**config.mk**
```make
export PLATFORM = sky130hd
export DESIGN_NAME = sorted_two_list_merge_core
export DESIGN_NICKNAME = d
export VERILOG_FILES = /design/src/design/stlm_pkg.sv /design/src/design/sorted_two_list_merge_core.sv /design/src/design/stlm_ram.sv /design/src/design/stlm_dp.sv /design/src/design/stlm_ctrl.sv
export SDC_FILE = /design/constraint.sdc
export NUM_CORES = 2
export LEC_CHECK = 0
export BUFFER_PORTS_ARGS = -buffer_cell sky130_fd_sc_hd__buf_4
export CORE_UTILIZATION = 25
export DETAILED_ROUTE_END_ITERATION = 10
export PLACE_DENSITY = 0.48
export SYNTH_ARGS = -nofsm -noshare
export SYNTH_HDL_FRONTEND = slang
export SYNTH_SLANG_ARGS = --single-unit
```
**constraint.sdc**
```tcl
create_clock -name i_clk -period 5.5 [get_ports i_clk]
set_input_delay 0.275 -clock i_clk [delete_from_list [all_inputs] [get_ports i_clk]]
set_output_delay 0.275 -clock i_clk [all_outputs]
set_load 0.02 [all_outputs]
```
**src/design/stlm_pkg.sv**
```systemverilog
// Shared constants, codes and controller/datapath interface types for the two-list merge core.
package stlm_pkg;

    // Element storage geometry
    localparam int LIST_DEPTH    = 32;
    localparam int ELEMENT_WIDTH = 32;
    localparam int VALUE_W       = 32;
    localparam int CMD_W         = 2;
    localparam int CNT_W         = $clog2(LIST_DEPTH + 1);
    localparam int ADDR_W        = (LIST_DEPTH > 1) ? $clog2(LIST_DEPTH) : 1;

    // Input item commands
    localparam logic [CMD_W-1:0] CMD_LOAD_A = 2'd0;
    localparam logic [CMD_W-1:0] CMD_LOAD_B = 2'd1;
    localparam logic [CMD_W-1:0] CMD_MERGE  = 2'd2;

    typedef enum logic [0:0] {
        ST_IDLE,
        ST_MERGE
    } t_state;

    // Controller to datapath
    typedef struct packed {
        logic load_a;
        logic load_b;
        logic emit;
        logic finish;
    } t_dp_cmd;

    // Datapath to controller
    typedef struct packed {
        logic a_done;
        logic b_done;
        logic last;
        logic out_free;
    } t_dp_stat;

endpackage

```
**src/design/sorted_two_list_merge_core.sv**
```systemverilog
// Top level of the two-list merge core: controller, datapath and checks.
//
// Load items (cmd 0 or 1) append a word to the first or second list; a load into a
// full list is dropped and flagged on the next merge. A merge item (cmd 2) streams
// every stored word in ascending order at one result per cycle while the output is
// taken, ties going to the second list, the final result marked by is_last; the
// merge then empties both lists. No new item is accepted until the merge has issued
// its last result, or has found both lists empty. The pace is set by the single
// read port of each list memory, which is read at its head pointer. The finished
// result sits in an output register, so a following load can be accepted while it
// waits.
module sorted_two_list_merge_core (
    input  logic                         i_clk,
    input  logic                         i_rst_n,
    input  logic                         i_in_valid,
    output logic                         o_in_ready,
    input  logic [stlm_pkg::CMD_W-1:0]   i_cmd,
    input  logic [stlm_pkg::VALUE_W-1:0] i_value,
    output logic                         o_out_valid,
    input  logic                         i_out_ready,
    output logic [stlm_pkg::VALUE_W-1:0] o_merged_value,
    output logic                         o_is_last,
    output logic                         o_lost_any
);

    stlm_pkg::t_dp_cmd  dp_cmd;
    stlm_pkg::t_dp_stat dp_stat;
    stlm_pkg::t_state   state;

    stlm_ctrl u_ctrl (
        .i_clk      (i_clk),
        .i_rst_n    (i_rst_n),
        .i_in_valid (i_in_valid),
        .i_cmd      (i_cmd),
        .i_dp_stat  (dp_stat),
        .o_in_ready (o_in_ready),
        .o_dp_cmd   (dp_cmd),
        .o_state    (state)
    );

    stlm_dp u_dp (
        .i_clk          (i_clk),
        .i_rst_n        (i_rst_n),
        .i_dp_cmd       (dp_cmd),
        .o_dp_stat      (dp_stat),
        .i_value        (i_value),
        .i_out_ready    (i_out_ready),
        .o_out_valid    (o_out_valid),
        .o_merged_value (o_merged_value),
        .o_is_last      (o_is_last),
        .o_lost_any     (o_lost_any)
    );

    // Never emit past the end of both lists
    a_emit_in_range: assert property (@(posedge i_clk) disable iff (!i_rst_n)
        dp_cmd.emit |-> !(dp_stat.a_done && dp_stat.b_done))
        else $error("emit with both lists used up");

    // Loads and emits never overlap
    a_cmd_exclusive: assert property (@(posedge i_clk) disable iff (!i_rst_n)
        $onehot0({dp_cmd.load_a, dp_cmd.load_b, dp_cmd.emit}))
        else $error("conflicting datapath commands");

    // No emit while idle
    a_emit_in_merge: assert property (@(posedge i_clk) disable iff (!i_rst_n)
        dp_cmd.emit |-> (state == stlm_pkg::ST_MERGE))
        else $error("emit outside merge");

    // Within one merge, the stream continues with the same drop flag
    a_stream_flag: assert property (@(posedge i_clk) disable iff (!i_rst_n)
        (o_out_valid && i_out_ready && !o_is_last)
        |=> (o_out_valid && (o_lost_any == $past(o_lost_any))))
        else $error("merge stream broken or drop flag changed");

endmodule

```
**src/design/stlm_ram.sv**
```systemverilog
// Generic single-write, single-read RAM with registered read data.
module stlm_ram #(
    parameter int WIDTH = 32,
    parameter int DEPTH = 32
) (
    input  logic                                  i_clk,
    input  logic                                  i_we,
    input  logic [((DEPTH > 1) ? $clog2(DEPTH) : 1)-1:0] i_waddr,
    input  logic [WIDTH-1:0]                      i_wdata,
    input  logic [((DEPTH > 1) ? $clog2(DEPTH) : 1)-1:0] i_raddr,
    output logic [WIDTH-1:0]                      o_rdata
);

    logic [WIDTH-1:0] r_mem [DEPTH];
    logic [WIDTH-1:0] r_rdata;

    // Write port and registered read port
    always_ff @(posedge i_clk) begin
        if (i_we) begin
            r_mem[i_waddr] <= i_wdata;
        end
        r_rdata <= r_mem[i_raddr];
    end

    assign o_rdata = r_rdata;

endmodule

```
**src/design/stlm_dp.sv**
```systemverilog
// Datapath: list storage, fill counts, merge pointers, head compare and output register.
module stlm_dp (
    input  logic                           i_clk,
    input  logic                           i_rst_n,
    input  stlm_pkg::t_dp_cmd              i_dp_cmd,
    output stlm_pkg::t_dp_stat             o_dp_stat,
    input  logic [stlm_pkg::VALUE_W-1:0]   i_value,
    input  logic                           i_out_ready,
    output logic                           o_out_valid,
    output logic [stlm_pkg::VALUE_W-1:0]   o_merged_value,
    output logic                           o_is_last,
    output logic                           o_lost_any
);

    logic [stlm_pkg::CNT_W-1:0]         r_cnt_a, n_cnt_a, r_cnt_b, n_cnt_b;
    logic [stlm_pkg::CNT_W-1:0]         r_ptr_a, n_ptr_a, r_ptr_b, n_ptr_b;
    logic                               r_ovf, n_ovf;
    logic                               r_out_valid, n_out_valid;
    logic [stlm_pkg::VALUE_W-1:0]       r_out_value;
    logic                               r_out_last, r_out_lost;
    logic [stlm_pkg::ELEMENT_WIDTH-1:0] wdata;
    logic [stlm_pkg::ELEMENT_WIDTH-1:0] rd_a, rd_b, pick;
    logic                               full_a, full_b, we_a, we_b;
    logic                               a_done, b_done, take_a;
    logic                               a_done_after, b_done_after;

    assign wdata  = i_value[stlm_pkg::ELEMENT_WIDTH-1:0];
    assign full_a = (r_cnt_a == stlm_pkg::CNT_W'(stlm_pkg::LIST_DEPTH));
    assign full_b = (r_cnt_b == stlm_pkg::CNT_W'(stlm_pkg::LIST_DEPTH));
    assign we_a   = i_dp_cmd.load_a && !full_a;
    assign we_b   = i_dp_cmd.load_b && !full_b;

    // Head compare: second list wins ties
    assign a_done = (r_ptr_a == r_cnt_a);
    assign b_done = (r_ptr_b == r_cnt_b);
    assign take_a = !a_done && (b_done || (rd_a < rd_b));
    assign pick   = take_a ? rd_a : rd_b;

    // Last element when both lists are used up after this step
    assign a_done_after = take_a ? (stlm_pkg::CNT_W'(r_ptr_a + 1'b1) == r_cnt_a) : a_done;
    assign b_done_after = take_a ? b_done : (stlm_pkg::CNT_W'(r_ptr_b + 1'b1) == r_cnt_b);

    assign o_dp_stat.a_done   = a_done;
    assign o_dp_stat.b_done   = b_done;
    assign o_dp_stat.last     = a_done_after && b_done_after;
    assign o_dp_stat.out_free = !r_out_valid || i_out_ready;

    // Next state of counts, pointers and drop flag
    always_comb begin
        n_cnt_a = r_cnt_a;
        n_cnt_b = r_cnt_b;
        n_ptr_a = r_ptr_a;
        n_ptr_b = r_ptr_b;
        n_ovf   = r_ovf;
        if (we_a) begin
            n_cnt_a = stlm_pkg::CNT_W'(r_cnt_a + 1'b1);
        end
        if (we_b) begin
            n_cnt_b = stlm_pkg::CNT_W'(r_cnt_b + 1'b1);
        end
        if ((i_dp_cmd.load_a && full_a) || (i_dp_cmd.load_b && full_b)) begin
            n_ovf = 1'b1;
        end
        if (i_dp_cmd.emit) begin
            if (take_a) begin
                n_ptr_a = stlm_pkg::CNT_W'(r_ptr_a + 1'b1);
            end else begin
                n_ptr_b = stlm_pkg::CNT_W'(r_ptr_b + 1'b1);
            end
        end
        if (i_dp_cmd.finish) begin
            n_cnt_a = '0;
            n_cnt_b = '0;
            n_ptr_a = '0;
            n_ptr_b = '0;
            n_ovf   = 1'b0;
        end
    end

    // Output register: load on emit, drop once taken
    always_comb begin
        n_out_valid = r_out_valid;
        if (i_dp_cmd.emit) begin
            n_out_valid = 1'b1;
        end else if (i_out_ready) begin
            n_out_valid = 1'b0;
        end
    end

    always_ff @(posedge i_clk) begin
        if (!i_rst_n) begin
            r_cnt_a     <= '0;
            r_cnt_b     <= '0;
            r_ptr_a     <= '0;
            r_ptr_b     <= '0;
            r_ovf       <= 1'b0;
            r_out_valid <= 1'b0;
        end else begin
            r_cnt_a     <= n_cnt_a;
            r_cnt_b     <= n_cnt_b;
            r_ptr_a     <= n_ptr_a;
            r_ptr_b     <= n_ptr_b;
            r_ovf       <= n_ovf;
            r_out_valid <= n_out_valid;
        end
    end

    // Hold result payload
    always_ff @(posedge i_clk) begin
        if (i_dp_cmd.emit) begin
            r_out_value <= stlm_pkg::VALUE_W'(pick);
            r_out_last  <= a_done_after && b_done_after;
            r_out_lost  <= r_ovf;
        end
    end

    // List storage; read address follows the next head pointer
    stlm_ram #(
        .WIDTH (stlm_pkg::ELEMENT_WIDTH),
        .DEPTH (stlm_pkg::LIST_DEPTH)
    ) u_ram_a (
        .i_clk   (i_clk),
        .i_we    (we_a),
        .i_waddr (r_cnt_a[stlm_pkg::ADDR_W-1:0]),
        .i_wdata (wdata),
        .i_raddr (n_ptr_a[stlm_pkg::ADDR_W-1:0]),
        .o_rdata (rd_a)
    );

    stlm_ram #(
        .WIDTH (stlm_pkg::ELEMENT_WIDTH),
        .DEPTH (stlm_pkg::LIST_DEPTH)
    ) u_ram_b (
        .i_clk   (i_clk),
        .i_we    (we_b),
        .i_waddr (r_cnt_b[stlm_pkg::ADDR_W-1:0]),
        .i_wdata (wdata),
        .i_raddr (n_ptr_b[stlm_pkg::ADDR_W-1:0]),
        .o_rdata (rd_b)
    );

    assign o_out_valid    = r_out_valid;
    assign o_merged_value = r_out_value;
    assign o_is_last      = r_out_last;
    assign o_lost_any     = r_out_lost;

endmodule

```
**src/design/stlm_ctrl.sv**
```systemverilog
// Controller: accepts items while idle and sequences the merge stream.
module stlm_ctrl (
    input  logic                         i_clk,
    input  logic                         i_rst_n,
    input  logic                         i_in_valid,
    input  logic [stlm_pkg::CMD_W-1:0]   i_cmd,
    input  stlm_pkg::t_dp_stat           i_dp_stat,
    output logic                         o_in_ready,
    output stlm_pkg::t_dp_cmd            o_dp_cmd,
    output stlm_pkg::t_state             o_state
);

    stlm_pkg::t_state r_state, n_state;
    logic             accept;
    logic             can_emit;

    assign accept   = i_in_valid && (r_state == stlm_pkg::ST_IDLE);
    assign can_emit = i_dp_stat.out_free && !(i_dp_stat.a_done && i_dp_stat.b_done);

    // Next state
    always_comb begin
        n_state = r_state;
        unique case (r_state)
            stlm_pkg::ST_IDLE: begin
                if (accept && (i_cmd == stlm_pkg::CMD_MERGE)) begin
                    n_state = stlm_pkg::ST_MERGE;
                end
            end
            stlm_pkg::ST_MERGE: begin
                if ((i_dp_stat.a_done && i_dp_stat.b_done) || (can_emit && i_dp_stat.last)) begin
                    n_state = stlm_pkg::ST_IDLE;
                end
            end
            default: n_state = stlm_pkg::ST_IDLE;
        endcase
    end

    // Commands to the datapath
    always_comb begin
        o_dp_cmd   = '0;
        o_in_ready = 1'b0;
        unique case (r_state)
            stlm_pkg::ST_IDLE: begin
                o_in_ready = 1'b1;
                if (accept) begin
                    unique case (i_cmd)
                        stlm_pkg::CMD_LOAD_A: o_dp_cmd.load_a = 1'b1;
                        stlm_pkg::CMD_LOAD_B: o_dp_cmd.load_b = 1'b1;
                        default: ;
                    endcase
                end
            end
            stlm_pkg::ST_MERGE: begin
                o_dp_cmd.emit   = can_emit;
                o_dp_cmd.finish = (i_dp_stat.a_done && i_dp_stat.b_done)
                                  || (can_emit && i_dp_stat.last);
            end
            default: ;
        endcase
    end

    always_ff @(posedge i_clk) begin
        if (!i_rst_n) begin
            r_state <= stlm_pkg::ST_IDLE;
        end else begin
            r_state <= n_state;
        end
    end

    assign o_state = r_state;

endmodule
```
==> results by stage <==
Route:
- The routed layout has 58160 vias.
- In the final routed layout, each cell accounts on average for about 25 um.
- In the final routing, the length of wire on met1 measures 124.0 mm.
- Wires add up to 290.6 mm.
- Wire segments on met3 add up to around 17 mm in the final route.
- In this run the remaining antenna-violating nets after routing total 0.
- Dividing the detail-routed via count by the number of cells gives around 5.1.
- The highest metal layer with signal wires is met5.
- After the first detailed-routing iteration, the DRC count stood at 6302.
- The detailed-router iteration count before antenna repair is 9.
- Summed over all nets, wire length on met2 after detailed routing comes to 140.6 mm.
- The remaining routing DRC violations is 0.

Critical path:
- The critical path is of the reg -> reg type.
- The type of element capturing the critical path is a register.
- Together, buffers and inverters on the worst path number 6.
- The cell that appears most often on the critical path is sky130_fd_sc_hd__buf_4.
- The largest fanout of any net on the critical path is 64.
- The critical path goes through inv_1 -> ha_1 -> nand4_1 -> or4b_1 -> and3_1 -> o211a_2 -> buf_4 -> buf_4 -> a21o_4 -> buf_4 -> buf_12 -> nand2_1 -> nand3_1 -> nand2_1 -> o22ai_1 -> buf_4 -> or4_1.
- The largest single stage delay on the critical path is 700 ps.
- For this design, the slowest cell found on the critical path is sky130_fd_sc_hd__or4_1.
- The required time of the critical path is just over 6000 ps.
- Data on the critical path arrives at its endpoint at 5830 ps.
- The startpoint type of the worst setup path is a register.
- The cell class contributing the biggest share of worst-path delay is simple AND/OR/NAND/NOR gates.

Floorplan:
- The floorplan step set the die height to 598.0 um.
- The initial utilization of the core area, before any placement, comes to 25.16%.
- The die footprint is 357600 um2.
- The total area inside the core boundary comes to around 350000 um2.
- 74 I/O pins were placed.
- The row count is 218.
- The die span in x is 598.0 um.

Placement:
- Buffers placed on the I/O ports in this run total 73.
- Routability-driven placement finished with a final weighted congestion of 0.8302.
- Detailed placement finished with a half-perimeter wire length of between 150 and 200 mm.

Logic synthesis:
- After synthesis, the most frequently instantiated cells are sky130_fd_sc_hd__edfxtp_1, sky130_fd_sc_hd__nand2_1, sky130_fd_sc_hd__clkbuf_1, sky130_fd_sc_hd__nor2_1, sky130_fd_sc_hd__o22ai_1.
- The post-synthesis compound-gate area fraction is a little over an eighth.
- The number of flops mapped to enable cells by yosys is 2082.
- Of the synthesized area, sequential elements account for 72.46%.
- By area the synthesized netlist is led by sky130_fd_sc_hd__edfxtp_1, sky130_fd_sc_hd__nand2_1, sky130_fd_sc_hd__dfxtp_1.
- Measured against the total synthesized area, the mux share comes to 2.810%.
- In this run the biggest area consumer among cell types represents 70.41% of the synthesized area.
- The cell area after synthesis is between 80000 and 90000 um2.
- The flip-flop and latch count after synthesis is roughly 2200.
- The xor and xnor area share after synthesis is less than 1%.
- The largest family of logic cells by synthesized area is compound AO/OA/AOI/OAI gates.
- Counting every net in the synthesized netlist gives between 6000 and 7000.
- The commonest register cell after synthesis is sky130_fd_sc_hd__edfxtp_1.
- The synthesized netlist devotes just over 8% of its cell area to simple gates.
- The cell accounting for the most synthesized area is sky130_fd_sc_hd__edfxtp_1.
- The synthesized netlist contains slightly above 70 unique library cells.
- The synthesis warning total is 0.
- Summing the areas of all fa, ha and maj instances in the mapped netlist gives 0.5777% of the synthesized area.
- Counting every instance in the synthesized netlist gives approximately 6400.
- The most frequent cell after synthesis is sky130_fd_sc_hd__edfxtp_1.
- The share of flip-flops with an asynchronous set or reset is 0%.
- A synthesized cell averages about 14 um2.

Clock network:
- The tree is rooted in a sky130_fd_sc_hd__clkbuf_16.
- For the worst-skew pair, the clock arrives at the later sink with an insertion delay of 880 ps.
- Post-CTS timing repair inserted 0 buffers for setup.
- The clock slew seen by the registers of the worst setup and hold paths is 60 ps.
- The clock tree from TritonCTS is built.
- No sink is reached through more buffers than the 4 on the longest clock path.
- The number of CTS-inserted buffers is 221.
- The clock sink count is 2173.
- The deepest level of the CTS H-tree is 4.

GRT:
- The number of global-route vias before repair was about 57000.
- After global routing the overflow that remains totals 0.
- Entering global routing, the biggest net connects between 150 and 200 pins.
- The initial antenna violation count is 34.
- The first global-routing pass estimated approximately 410 mm of wire.
- Global routing used 15.70% of the available tracks across all layers.

STA:
- The max-slew violation count is 0.
- The number of failing hold endpoints at the final stage is 0.
- Setup repair after global routing left no endpoint under its margin.
- The final number of setup-violating endpoints is 0.
- At the pin with the least slew margin, the transition time is 1197 ps.
- The maximum clock frequency is 192.1 MHz.
- The normalized max-slew margin is between 10% and 20%.
- For the finished layout, the period the worst path requires is 5206 ps.
- In the finished design, the share of the clock period the worst path needs comes to 94.65%.
- The post-route clock skew is 50.14 ps.
- Setup total negative slack on the finished layout was measured at 0 ps.

Power:
- In this run the power density over the cells is 322.8 nW/um2.
- The share of total power dissipated in sequential elements is 53.8%.
- The cell-internal power is 26.70 mW.
- The leakage dissipation is 33.69 nW.
- Of the total power, the clock network draws between 40% and 50%.
- IR analysis of the VDD net gives a maximum drop of around 0.00025 V.
- Combinational logic burns 2.7% of the power.
- For this design the total switching power over the nets is 7.149 mW.
- In this run switching power makes up 21.12% of total power.

Final layout:
- The growth of design area from synthesis to finish is 18.08%.
- The utilization after layout is 29.71%.
- The post-route netlist has 14.39% of its cells at a drive strength greater than 1.
- The net total in the final layout is ~6600.

Hold path:
- In this run the worst hold path is classified as in -> reg.

Status:
- The run finished with clean final reports.

Job:
- The number of violations of the max-capacitance limit is 0.
-- per-layer routing --
metal  GRT usage (%)  vias up
li1                -    25530
met5               0        -
met2           26.45     2079
met1           21.02    30110
met4           4.622        4
met3           2.012      433
-- kinds of logic (layout without fill, tap and decap cells) --
kind of cell             after synthesis  in the layout
buffers and inverters                555            917
adder cells (fa/ha/maj)               41             41
XOR/XNOR                              37             37
AO/OA/AOI/OAI                       1597           1597
AND/OR/NAND/NOR                     1716           1716
flip-flops                          2173           2173
multiplexers                         233            233
other                                  0              9
-- cells in the final DEF, fill, tap and decap left out, drive strengths merged, types with 11 or more instances in the layout --
master,instances
inv,78
a311oi,65
xor2,14
nand3,211
nor2,237
a32oi,97
a311o,33
a31oi,135
clkbuf,295
o31ai,34
a221oi,193
dlygate4sd3,12
o21ai,175
a22o,64
nand2b,15
o22a,32
mux2i,103
edfxtp,2082
a221o,34
a21oi,187
buf,432
o211ai,39
ha,41
clkinv,75
a211oi,32
xnor2,23
o22ai,223
o2bb2ai,35
or4,37
a222oi,128
nand2,1110
dfxtp,91
nor3,11
mux2,130
nand4,44
a22oi,34
bufinv,16
o21a,38
-- repair_timing --
action                     CTS  global route
setup endpoints to repair    0             7
hold endpoints to repair    84             0
gates resized for setup      0             3
hold buffers                12             0
-- stage by stage --
step / setup WS (ps) / power (mW) / hold slack, ps / instances / instance area [um2]
2_1_floorplan: 1677 / 18.83 / 373.9 / 6352 / 88800
3_3_place_gp: 23.08 / 19.45 / 506.5 / 11030 / 97800
3_5_place_dp: 63.37 / 19.46 / 524.6 / 11030 / 97800
4_1_cts: 80.70 / 34.16 / 1.199 / 11440 / 104800
5_1_grt: 20.92 / 34.81 / 31.50 / 11440 / 104800
6_report: 294.2 / 33.85 / 27.97 / 11450 / 104900
-- worst register-to-register path, delay by kind of cell, from the launching register on --
kind / cells / cell delay, ps
fa+ha+maj: 1 / 350
buf+inv: 6 / 1160
compound gates: 3 / 770
simple gates: 7 / 2000
flops: 1 / 680
-- area by class of cell --
class,instances,area (um2)
diodes,9,22.52
clock buffers,295,5963
clock inverters,105,930.9
fillers,35340,248100
inverters,73,276.5
multi-input cells,3624,23050
flip-flops and latches,2173,64350
well taps,4730,5918
repair buffers,444,4352
-- power groups by stage --
stage	Combinational, mW	Sequential [mW]	Clock, mW
finish	0.906	18.2	14.7
global placement	0.900	18.6	0
global route	0.969	18.2	15.6
floorplan	0.301	18.5	0
detailed placement	0.912	18.6	0
CTS	0.921	18.2	15.0
-- final timing paths --
kind | startpoint | endpoint | slack [ps] | cells after the start
worst max-delay path | u_dp.u_ram_b.o_rdata[5] | u_dp.u_ram_a.o_rdata[24] | 290 | 17
worst min-delay path | i_value[26] | u_dp.u_ram_a.r_mem[15][26] | 30 | 1
worst max register to register | u_dp.u_ram_b.o_rdata[5] | u_dp.u_ram_a.o_rdata[24] | 290 | 17
worst min register to register | u_dp.r_ptr_a[5] | u_dp.r_ptr_a[5] | 550 | 2
-- state kept, by name, indices dropped and copies added (netlist names) --
register,count
u_dp.o_lost_any,1
u_dp.o_is_last,1
u_dp.u_ram_a.r_mem,1024
u_dp.u_ram_b.o_rdata,32
u_dp.u_ram_a.o_rdata,32
u_dp.r_ovf,1
u_ctrl.o_state,1
u_dp.o_merged_value,32
u_dp.r_cnt_a,6
u_dp.r_ptr_b,6
u_dp.r_ptr_a,6
u_dp.o_out_valid,1
u_dp.r_cnt_b,6
u_dp.u_ram_b.r_mem,1024
Note: power is estimated with default switching activity, not from simulation.
